===== src/rtl/dsch_pkg.sv =====
package dsch_pkg;

	// Configuration register indexes
	localparam logic [7:0] CFG_MODE           = 8'd0;
	localparam logic [7:0] CFG_HEAD_START     = 8'd1;
	localparam logic [7:0] CFG_HEAD_PREVIOUS  = 8'd2;
	localparam logic [7:0] CFG_CYLINDER_COUNT = 8'd3;

	// Scheduling modes
	localparam logic [1:0] MODE_FCFS  = 2'd0;
	localparam logic [1:0] MODE_SSTF  = 2'd1;
	localparam logic [1:0] MODE_SCAN  = 2'd2;
	localparam logic [1:0] MODE_CSCAN = 2'd3;

	typedef enum logic [3:0] {
		ST_IDLE,
		ST_COPY,
		ST_SSTF_SCAN,
		ST_SWAP1,
		ST_SWAP2,
		ST_SEL,
		ST_SEL_WRITE,
		ST_DIST,
		ST_EMIT
	} state_t;

endpackage


===== src/rtl/dsch_ram.sv =====
module dsch_ram #(
	parameter int WIDTH = 16,
	parameter int DEPTH = 32
) (
	input  logic                                    clk,
	input  logic                                    we,
	input  logic [((DEPTH > 1) ? $clog2(DEPTH) : 1)-1:0] waddr,
	input  logic [WIDTH-1:0]                        wdata,
	input  logic [((DEPTH > 1) ? $clog2(DEPTH) : 1)-1:0] raddr,
	output logic [WIDTH-1:0]                        rdata
);

	logic [WIDTH-1:0] mem [DEPTH];

	always_ff @(posedge clk) begin
		if (we) begin
			mem[waddr] <= wdata;
		end
		rdata <= mem[raddr];
	end

endmodule


===== src/rtl/disk_request_scheduler.sv =====
// Channel   Direction  Transfer condition        Payload
// request   in         start & !busy             request_cylinder, final_request
// result    out        visit_valid (one cycle)   visit_cylinder, seek_total, final_visit
// config    in         cfg_valid & cfg_ready     cfg_index, cfg_data
//
// The final request starts scheduling: FCFS copies the batch; SSTF copies,
// then runs one scan per slot plus a swap (SWAP1, SWAP2); SCAN/C-SCAN pick
// each slot by a full scan of the store; then a distance pass and the emit
// pass follow.
// Reset clears the request count, the served marks and the configuration
// registers; the request RAM needs no clearing. The result receiver cannot
// stall: each visited cylinder shows for exactly one cycle, and busy stays
// high until the last one has gone.
module disk_request_scheduler
	import dsch_pkg::*;
#(
	parameter int MAX_REQUESTS = 32
) (
	input  logic               clk,
	input  logic               arst_n,
	input  logic               start,
	output logic               busy,
	input  logic [15:0]        request_cylinder,
	input  logic               final_request,
	output logic               visit_valid,
	output logic [15:0]        visit_cylinder,
	output logic signed [22:0] seek_total,
	output logic               final_visit,
	input  logic               cfg_valid,
	output logic               cfg_ready,
	input  logic [7:0]         cfg_index,
	input  logic [15:0]        cfg_data
);

	localparam int QW = $clog2(MAX_REQUESTS + 1);
	localparam int SW = (MAX_REQUESTS > 1) ? $clog2(MAX_REQUESTS) : 1;
	localparam logic [QW-1:0] MAXN = QW'(MAX_REQUESTS);

	state_t state_q, state_d;

	logic [1:0]  mode_q;
	logic [15:0] head_start_q, head_previous_q, cylinder_count_q;

	logic [QW-1:0] cnt_q, n_q, n_d, p_q;
	logic [QW-1:0] rd_q, end_q, idx_s1, scan_lo, scan_hi, best_idx_q;
	logic          ing_q, vld_s1, have_q;
	logic [MAX_REQUESTS-1:0] marks_q;

	logic [15:0] best_val_q, best_d_q, first_val_q, cur_q, prev_q;
	logic signed [22:0] dist_q;

	logic accept, room, scan_done, start_scan, up_first, second_smaller;

	logic          st_we;
	logic [15:0]   st_rdata;
	logic          sq_we;
	logic [QW-1:0] sq_waddr;
	logic [15:0]   sq_wdata, sq_rdata;

	logic [15:0] sstf_d;
	logic        sstf_take, sel_take;

	function automatic logic [15:0] abs_diff(input logic [15:0] a, input logic [15:0] b);
		return (a > b) ? a - b : b - a;
	endfunction

	assign cfg_ready = 1'b1;
	assign busy      = (state_q != ST_IDLE);
	assign accept    = start && !busy;
	assign room      = (cnt_q != MAXN);
	assign scan_done = vld_s1 && (idx_s1 == end_q);

	// SCAN direction: upward first when the head moved up; C-SCAN always up
	assign up_first       = (mode_q == MODE_CSCAN) || (head_start_q > head_previous_q);
	assign second_smaller = (mode_q == MODE_CSCAN) || !up_first;

	function automatic logic in_first(input logic [15:0] v, input logic up,
			input logic [15:0] hs);
		return up ? (v >= hs) : (v <= hs);
	endfunction

	// Candidate a beats b: first sweep before second, then by sweep direction
	function automatic logic better(input logic [15:0] a, input logic [15:0] b,
			input logic up, input logic sec_small, input logic [15:0] hs);
		logic fa, fb;
		fa = in_first(a, up, hs);
		fb = in_first(b, up, hs);
		if (fa != fb) return fa;
		if (fa) return up ? (a < b) : (a > b);
		return sec_small ? (a < b) : (a > b);
	endfunction

	dsch_ram #(.WIDTH(16), .DEPTH(MAX_REQUESTS)) u_store (
		.clk   (clk),
		.we    (st_we),
		.waddr (cnt_q[SW-1:0]),
		.wdata (request_cylinder),
		.raddr (rd_q[SW-1:0]),
		.rdata (st_rdata)
	);

	dsch_ram #(.WIDTH(16), .DEPTH(MAX_REQUESTS + 1)) u_seq (
		.clk   (clk),
		.we    (sq_we),
		.waddr (sq_waddr),
		.wdata (sq_wdata),
		.raddr (rd_q),
		.rdata (sq_rdata)
	);

	assign st_we = accept && room;

	assign sstf_d    = abs_diff(sq_rdata, cur_q);
	assign sstf_take = (idx_s1 == p_q + QW'(1)) || (sstf_d < best_d_q);
	assign sel_take  = !marks_q[idx_s1[SW-1:0]] &&
		(!have_q || better(st_rdata, best_val_q, up_first, second_smaller, head_start_q));

	// Next state, scan bounds and sequence RAM writes
	always_comb begin
		state_d  = state_q;
		n_d      = n_q;
		scan_lo  = '0;
		scan_hi  = n_q;
		sq_we    = 1'b0;
		sq_waddr = '0;
		sq_wdata = head_start_q;
		unique case (state_q)
			ST_IDLE: begin
				if (accept && final_request) begin
					n_d      = cnt_q + QW'(room);
					sq_we    = 1'b1;
					state_d  = (mode_q == MODE_FCFS || mode_q == MODE_SSTF) ? ST_COPY : ST_SEL;
				end
			end
			ST_COPY: begin
				sq_we    = vld_s1;
				sq_waddr = idx_s1 + QW'(1);
				sq_wdata = st_rdata;
				if (scan_done) begin
					state_d = (mode_q == MODE_SSTF && n_q > QW'(1)) ? ST_SSTF_SCAN : ST_DIST;
				end
			end
			ST_SSTF_SCAN: begin
				if (scan_done) state_d = ST_SWAP1;
			end
			ST_SWAP1: begin
				sq_we    = 1'b1;
				sq_waddr = best_idx_q;
				sq_wdata = first_val_q;
				state_d  = ST_SWAP2;
			end
			ST_SWAP2: begin
				sq_we    = 1'b1;
				sq_waddr = p_q + QW'(1);
				sq_wdata = best_val_q;
				state_d  = ({1'b0, p_q} + (QW+1)'(2) < {1'b0, n_q}) ? ST_SSTF_SCAN : ST_DIST;
			end
			ST_SEL: begin
				if (scan_done) state_d = ST_SEL_WRITE;
			end
			ST_SEL_WRITE: begin
				sq_we    = 1'b1;
				sq_waddr = p_q + QW'(1);
				sq_wdata = best_val_q;
				state_d  = (p_q + QW'(1) == n_q) ? ST_DIST : ST_SEL;
			end
			ST_DIST: begin
				if (scan_done) state_d = ST_EMIT;
			end
			ST_EMIT: begin
				if (scan_done) state_d = ST_IDLE;
			end
			default: state_d = ST_IDLE;
		endcase

		unique case (state_d)
			ST_COPY: begin
				scan_lo = '0;
				scan_hi = n_d - QW'(1);
			end
			ST_SSTF_SCAN: begin
				scan_lo = (state_q == ST_SWAP2) ? p_q + QW'(2) : QW'(1);
				scan_hi = n_d;
			end
			ST_SEL: begin
				scan_lo = '0;
				scan_hi = n_d - QW'(1);
			end
			default: begin
				scan_lo = '0;
				scan_hi = n_d;
			end
		endcase
	end

	assign start_scan = (state_d != state_q) &&
		(state_d == ST_COPY || state_d == ST_SSTF_SCAN || state_d == ST_SEL ||
		 state_d == ST_DIST || state_d == ST_EMIT);

	// Control state
	always_ff @(posedge clk or negedge arst_n) begin
		if (!arst_n) begin
			state_q          <= ST_IDLE;
			mode_q           <= MODE_FCFS;
			head_start_q     <= '0;
			head_previous_q  <= '0;
			cylinder_count_q <= '0;
			cnt_q            <= '0;
			marks_q          <= '0;
			ing_q            <= 1'b0;
			vld_s1           <= 1'b0;
		end else begin
			state_q <= state_d;
			if (cfg_valid && cfg_ready) begin
				unique case (cfg_index)
					CFG_MODE:           mode_q           <= cfg_data[1:0];
					CFG_HEAD_START:     head_start_q     <= cfg_data;
					CFG_HEAD_PREVIOUS:  head_previous_q  <= cfg_data;
					CFG_CYLINDER_COUNT: cylinder_count_q <= cfg_data;
					default: ;
				endcase
			end
			if (st_we) cnt_q <= cnt_q + QW'(1);
			// Issue one read a cycle across the scan window
			if (start_scan) begin
				ing_q <= 1'b1;
			end else if (ing_q && rd_q == end_q) begin
				ing_q <= 1'b0;
			end
			vld_s1 <= ing_q && !start_scan;
			if (state_q == ST_SEL_WRITE) marks_q[best_idx_q[SW-1:0]] <= 1'b1;
			// Drop the batch after the last visit has gone out
			if (state_q == ST_EMIT && scan_done) begin
				cnt_q   <= '0;
				marks_q <= '0;
			end
		end
	end

	// Datapath
	always_ff @(posedge clk) begin
		n_q    <= n_d;
		idx_s1 <= rd_q;
		if (start_scan) begin
			rd_q  <= scan_lo;
			end_q <= scan_hi;
		end else if (ing_q) begin
			rd_q <= rd_q + QW'(1);
		end

		unique case (state_q)
			ST_IDLE: begin
				p_q    <= '0;
				cur_q  <= head_start_q;
				have_q <= 1'b0;
			end
			ST_SSTF_SCAN: begin
				if (vld_s1 && sstf_take) begin
					best_d_q   <= sstf_d;
					best_val_q <= sq_rdata;
					best_idx_q <= idx_s1;
				end
				if (vld_s1 && idx_s1 == p_q + QW'(1)) first_val_q <= sq_rdata;
			end
			ST_SWAP2: begin
				cur_q <= best_val_q;
				p_q   <= p_q + QW'(1);
			end
			ST_SEL: begin
				if (vld_s1 && sel_take) begin
					best_val_q <= st_rdata;
					best_idx_q <= idx_s1;
					have_q     <= 1'b1;
				end
			end
			ST_SEL_WRITE: begin
				p_q    <= p_q + QW'(1);
				have_q <= 1'b0;
			end
			ST_DIST: begin
				if (vld_s1) begin
					prev_q <= sq_rdata;
					// C-SCAN: cylinders minus (start minus last visited)
					if (scan_done && mode_q == MODE_CSCAN) begin
						dist_q <= 23'(cylinder_count_q) - 23'(head_start_q) + 23'(sq_rdata);
					end else if (idx_s1 == '0) begin
						dist_q <= '0;
					end else begin
						dist_q <= dist_q + 23'(abs_diff(sq_rdata, prev_q));
					end
				end
			end
			default: ;
		endcase
	end

	assign visit_valid    = (state_q == ST_EMIT) && vld_s1;
	assign visit_cylinder = sq_rdata;
	assign seek_total     = dist_q;
	assign final_visit    = visit_valid && (idx_s1 == n_q);

	a_visit_busy: assert property (@(posedge clk) disable iff (!arst_n)
		visit_valid |-> busy) else $error("visit outside a schedule");

	a_final_strobe: assert property (@(posedge clk) disable iff (!arst_n)
		final_visit |-> visit_valid) else $error("final mark without strobe");

	a_final_idle: assert property (@(posedge clk) disable iff (!arst_n)
		(visit_valid && final_visit) |=> !busy) else $error("busy after last visit");

	a_batch_start: assert property (@(posedge clk) disable iff (!arst_n)
		(start && !busy && final_request) |=> busy) else $error("batch did not start");

	a_count_bound: assert property (@(posedge clk) disable iff (!arst_n)
		cnt_q <= MAXN) else $error("request count beyond store");

endmodule


===== config.mk =====
export PLATFORM = sky130hd
export DESIGN_NAME = disk_request_scheduler
export DESIGN_NICKNAME = d
export VERILOG_FILES = /design/src/rtl/dsch_pkg.sv /design/src/rtl/dsch_ram.sv /design/src/rtl/disk_request_scheduler.sv
export SDC_FILE = /design/constraint.sdc
export NUM_CORES = 2
export LEC_CHECK = 0
export ABC_CLOCK_PERIOD_IN_PS = 4500
export BUFFER_PORTS_ARGS = -buffer_cell sky130_fd_sc_hd__buf_2
export CAP_MARGIN = 20
export CORE_ASPECT_RATIO = 1.5
export CORE_MARGIN = 2
export CORE_UTILIZATION = 41
export CTS_BUF_LIST = sky130_fd_sc_hd__clkbuf_8
export CTS_CLUSTER_DIAMETER = 200
export DETAILED_ROUTE_END_ITERATION = 8
export GPL_ROUTABILITY_DRIVEN = 0
export PLACE_DENSITY = 0.6
export SLEW_MARGIN = 5
export SYNTH_ARGS = -nofsm -noshare
export SYNTH_HDL_FRONTEND = slang
export SYNTH_SLANG_ARGS = --single-unit

===== constraint.sdc =====
create_clock -name clk -period 4.5 [get_ports clk]
set_input_delay 0.225 -clock clk [delete_from_list [all_inputs] [get_ports clk]]
set_output_delay 0.225 -clock clk [all_outputs]
set_load 0.01 [all_outputs]

==> flow_metrics.py <==
metrics = {
    "status": {
        "outcome": "complete, but fails checks",
        "violations": "setup timing",
    },
    "cells_and_area": {
        "stdcell_area_sq_um": 68000,
        "area_growth_pct": 18.2,
        "fillers": 11900,
        "nets": 4263,
        "layout-drive-gt1-share_pct": 31.0,
    },
    "clock_tree": {
        "h-tree-depth": 4,
        "clkSlewWorstSetupHoldPaths_ns": 0.07,
        "clock_latency_ns": 0.93,
        "root_buffer": "clkbuf_8",
        "cts_buffers": 190,
        "clock_path_buffers": 3,
        "clock-sinks": 1306,
        "tritoncts": "done",
    },
    "place": {
        "hpwlAfterDp_microns": 99200,
        "placed_cell_area_sq_um": 62900,
        "pre_cts_ws_ns": -0.438,
        "numPortBuffers": 86,
    },
    "sta": {
        "worstMarginPinSlew_ns": 1.02,
        "period_minus_slack_ns": 4.83,
        "rsz0062_at_grt": "yes",
        "setup-violations-final": 48,
        "drv_slew": 0,
        "timing.fmax_mhz": 207,
        "max_slew_margin_pct": 32.0,
        "setup_tns_ns": -11.39,
        "fin_skew_ns": 0.0678,
        "setup_ws_ns": -0.332,
        "hold_viol": 0,
        "hold_ws_ns": 0.124,
        "period_share_pct": 107,
    },
    "setup_path": {
        "start_kind": "register",
        "rr_endpoint": "best_idx_q[3]$_DFFE_PP_",
        "cp-end-kind": "register",
        "r2r_cells": 20,
        "critPathArrivalTime_ns": 5.51,
        "timing.rr.start": "cur_q[0]$_DFFE_PP_",
        "worstSetupPathType": "register to register",
        "r2r_setup_slack_ns": -0.33,
        "worst_ep_required_time_ns": 5.17,
        "path_max_fanout": 11,
    },
    "drt": {
        "drc": 0,
        "finalWirelength_microns": 151000,
        "dr.pass1.iters": 8,
        "first_iter_violations": 2557,
        "vias": 32800,
        "vias_per_cell": 5.44,
        "wl_per_cell_microns": 25.1,
        "ant_nets": 0,
    },
    "logic_synthesis": {
        "synth_seq_cells": 1306,
        "synth_top_area_cell": "edfxtp_1",
        "syn_area_sq_um": 57600,
        "seq_area_frac_synth_pct": 66.6,
        "synthFlopType": "edfxtp_1",
        "ys_top_cells_by_count": "edfxtp_1 (1168), mux4_2 (329), ha_1 (209)",
        "ys_async_sr_fraction_pct": 7.20,
        "synth_edf_count": 1168,
        "avgSynthCellArea_sq_um": 16.8,
        "synthesis.nets": 3686,
        "synth_area_leaders": "edfxtp_1 (61%), mux4_2 (13%), ha_1 (4.5%)",
        "ys_warn_count": 0,
        "yosysMostFrequentCell": "edfxtp_1",
        "syn_inst": 3425,
        "netlist.area_leader.share_pct": 60.9,
        "synth.distinct_cells": 87,
    },
    "floorplan": {
        "coreArea_sq_um": 140000,
        "die_x_microns": 310,
        "rows": 168,
        "ios": 88,
        "start_util_pct": 41.2,
        "dieArea_sq_um": 143000,
        "fp.dieH_microns": 463,
    },
    "job": {
        "cap_violations": 0,
    },
    "pwr": {
        "leakagePower_nw": 24.9,
        "peakVddDrop_v": 0.000345,
        "powerDensity_nw_per_um2": 352,
    },
    "worst_hold_path": {
        "hp-start": "cfg_data[5]",
        "hold_depth": 3,
        "hold_path_class": "primary input to register",
        "hold_end": "head_start_q[5]$_DFFE_PN0P_",
    },
    "global_routing": {
        "grt_overflow": 0,
        "grt_pass1_vias": 34200,
        "use_met1_pct": 24.4,
        "grt_use_met3_pct": 3.31,
        "grtUsageMet2_pct": 37.9,
        "grt_pass1_wl_microns": 221000,
        "busiest_layer": "met2",
        "grt_usage_pct": 21.1,
        "antenna_found_initial": 4,
        "grt_start_max_net_pins": 92,
    },
}
## cells in the final DEF (no fill, tap or decap), drive strengths merged, types with 14 or more instances in the layout
master          n
o21ai         123
xnor2          72
o21bai         16
clkbuf        204
nand2         177
nand3          52
nor2          179
nand4          23
edfxtp       1168
mux4          329
a21oi         130
o21a           14
mux2           62
xor2           55
clkinv         70
nor3           26
dfrtp          94
ha            209
buf           455
inv           236
a222oi         16
dfxtp          44
a21o           64
nor2b          14
dlygate4sd3    74
and3           17
o22ai          15
mux2i          40
## layout make-up
cell class              instances  area, sq um  share of cell area [%]
repair buffers                531         4290                    6.30
diodes                          1         2.50                 0.00368
inverters                     166          628                   0.923
clock buffers                 202         2780                    4.09
flip-flops and latches       1306        38300                    56.4
clock inverters               147          772                    1.13
well taps                    1870         2340                    3.44
multi-input cells            1807        18900                    27.8
## stage by stage
stage,power (mW),instances,utilization (%)
floorplan,14.3,3425,-
global placement,15.0,5578,45.0
detailed placement,15.1,5581,45.1
CTS,24.2,6015,48.4
global route,24.8,6030,48.7
finish,23.9,6030,48.7
## registers in the layout (all words and copies together), names as in the netlist, 16 cells and up
name	count
u_seq.mem	528
u_store.mem	512
marks_q	32
seek_total	23
best_d_q	16
best_val_q	16
cur_q	16
cylinder_count_q	16
first_val_q	16
head_previous_q	16
head_start_q	16
prev_q	16
u_seq.rdata	16
u_store.rdata	16
## how the worst max path moves through the flow
stage | start | endpoint | slack, ns | depth (start not counted)
floorplan | cur_q[6]$_DFFE_PP_ | best_idx_q[0]$_DFFE_PP_ | -0.16 | 19
global placement | u_seq.rdata[0]$_DFF_P_ | seek_total[20]$_DFFE_PP_ | -0.37 | 23
detailed placement | u_seq.rdata[0]$_DFF_P_ | seek_total[20]$_DFFE_PP_ | -0.44 | 23
CTS | cur_q[0]$_DFFE_PP_ | best_val_q[1]$_DFFE_PP_ | -0.28 | 20
global route | cur_q[0]$_DFFE_PP_ | best_idx_q[2]$_DFFE_PP_ | -0.42 | 20
finish | cur_q[0]$_DFFE_PP_ | best_idx_q[3]$_DFFE_PP_ | -0.33 | 20
## logic make-up after synthesis
group | synth area share (%)
AND/OR/NAND/NOR | 4.45
flip-flops | 66.6
adder cells (fa/ha/maj) | 4.79
buffers and inverters | 2.09
other | 0.00652
AO/OA/AOI/OAI | 5.38
multiplexers | 14.8
XOR/XNOR | 1.93
## metal layers
| metal | part of all wire [%] | vias to the layer above | wire [microns] |
|---|---|---|---|
| li1 | - | 14600 | - |
| met4 | 5.1 | 4 | 7780 |
| met3 | 4.4 | 310 | 6670 |
| met2 | 53 | 943 | 80100 |
| met1 | 37 | 16900 | 56600 |
| met5 | 0.017 | - | 25 |
## power breakdown
part | total, mW | internal, mW | switching [mW]
clock network | 9.00 | 4.32 | 4.68
registers | 13.3 | 13.2 | 0.0603
logic | 1.64 | 0.667 | 0.976
total | 23.9 | 18.2 | 5.72
## what timing repair did
item / 4_1_cts / 5_1_grt
hold buffers: 75 / 0
setup endpoints to repair: 51 / 53
gates cloned: 1 / 2
pin swaps: 34 / 44
gates resized for setup: 50 / 52
buffers inserted: 9 / 7
hold endpoints to repair: 632 / 0
## worst max-delay path, stage by stage, from the launching register on
cell and delay [ns]:
edfxtp_1 0.45, ha_4 0.20, inv_4 0.05, fa_2 0.23, nand3_4 0.09, a21oi_4 0.18
o311ai_4 0.11, a21oi_4 0.23, buf_12 0.16, mux2_4 0.32, a21bo_4 0.23, a2111oi_4 0.38
o21bai_1 0.12, a21boi_1 0.18, xnor2_1 0.11, ha_1 0.31, nand4_1 0.13, buf_4 0.16
o31a_1 0.33, or3_4 0.41, buf_16 0.19
Note: power is estimated with default switching activity, not from simulation.
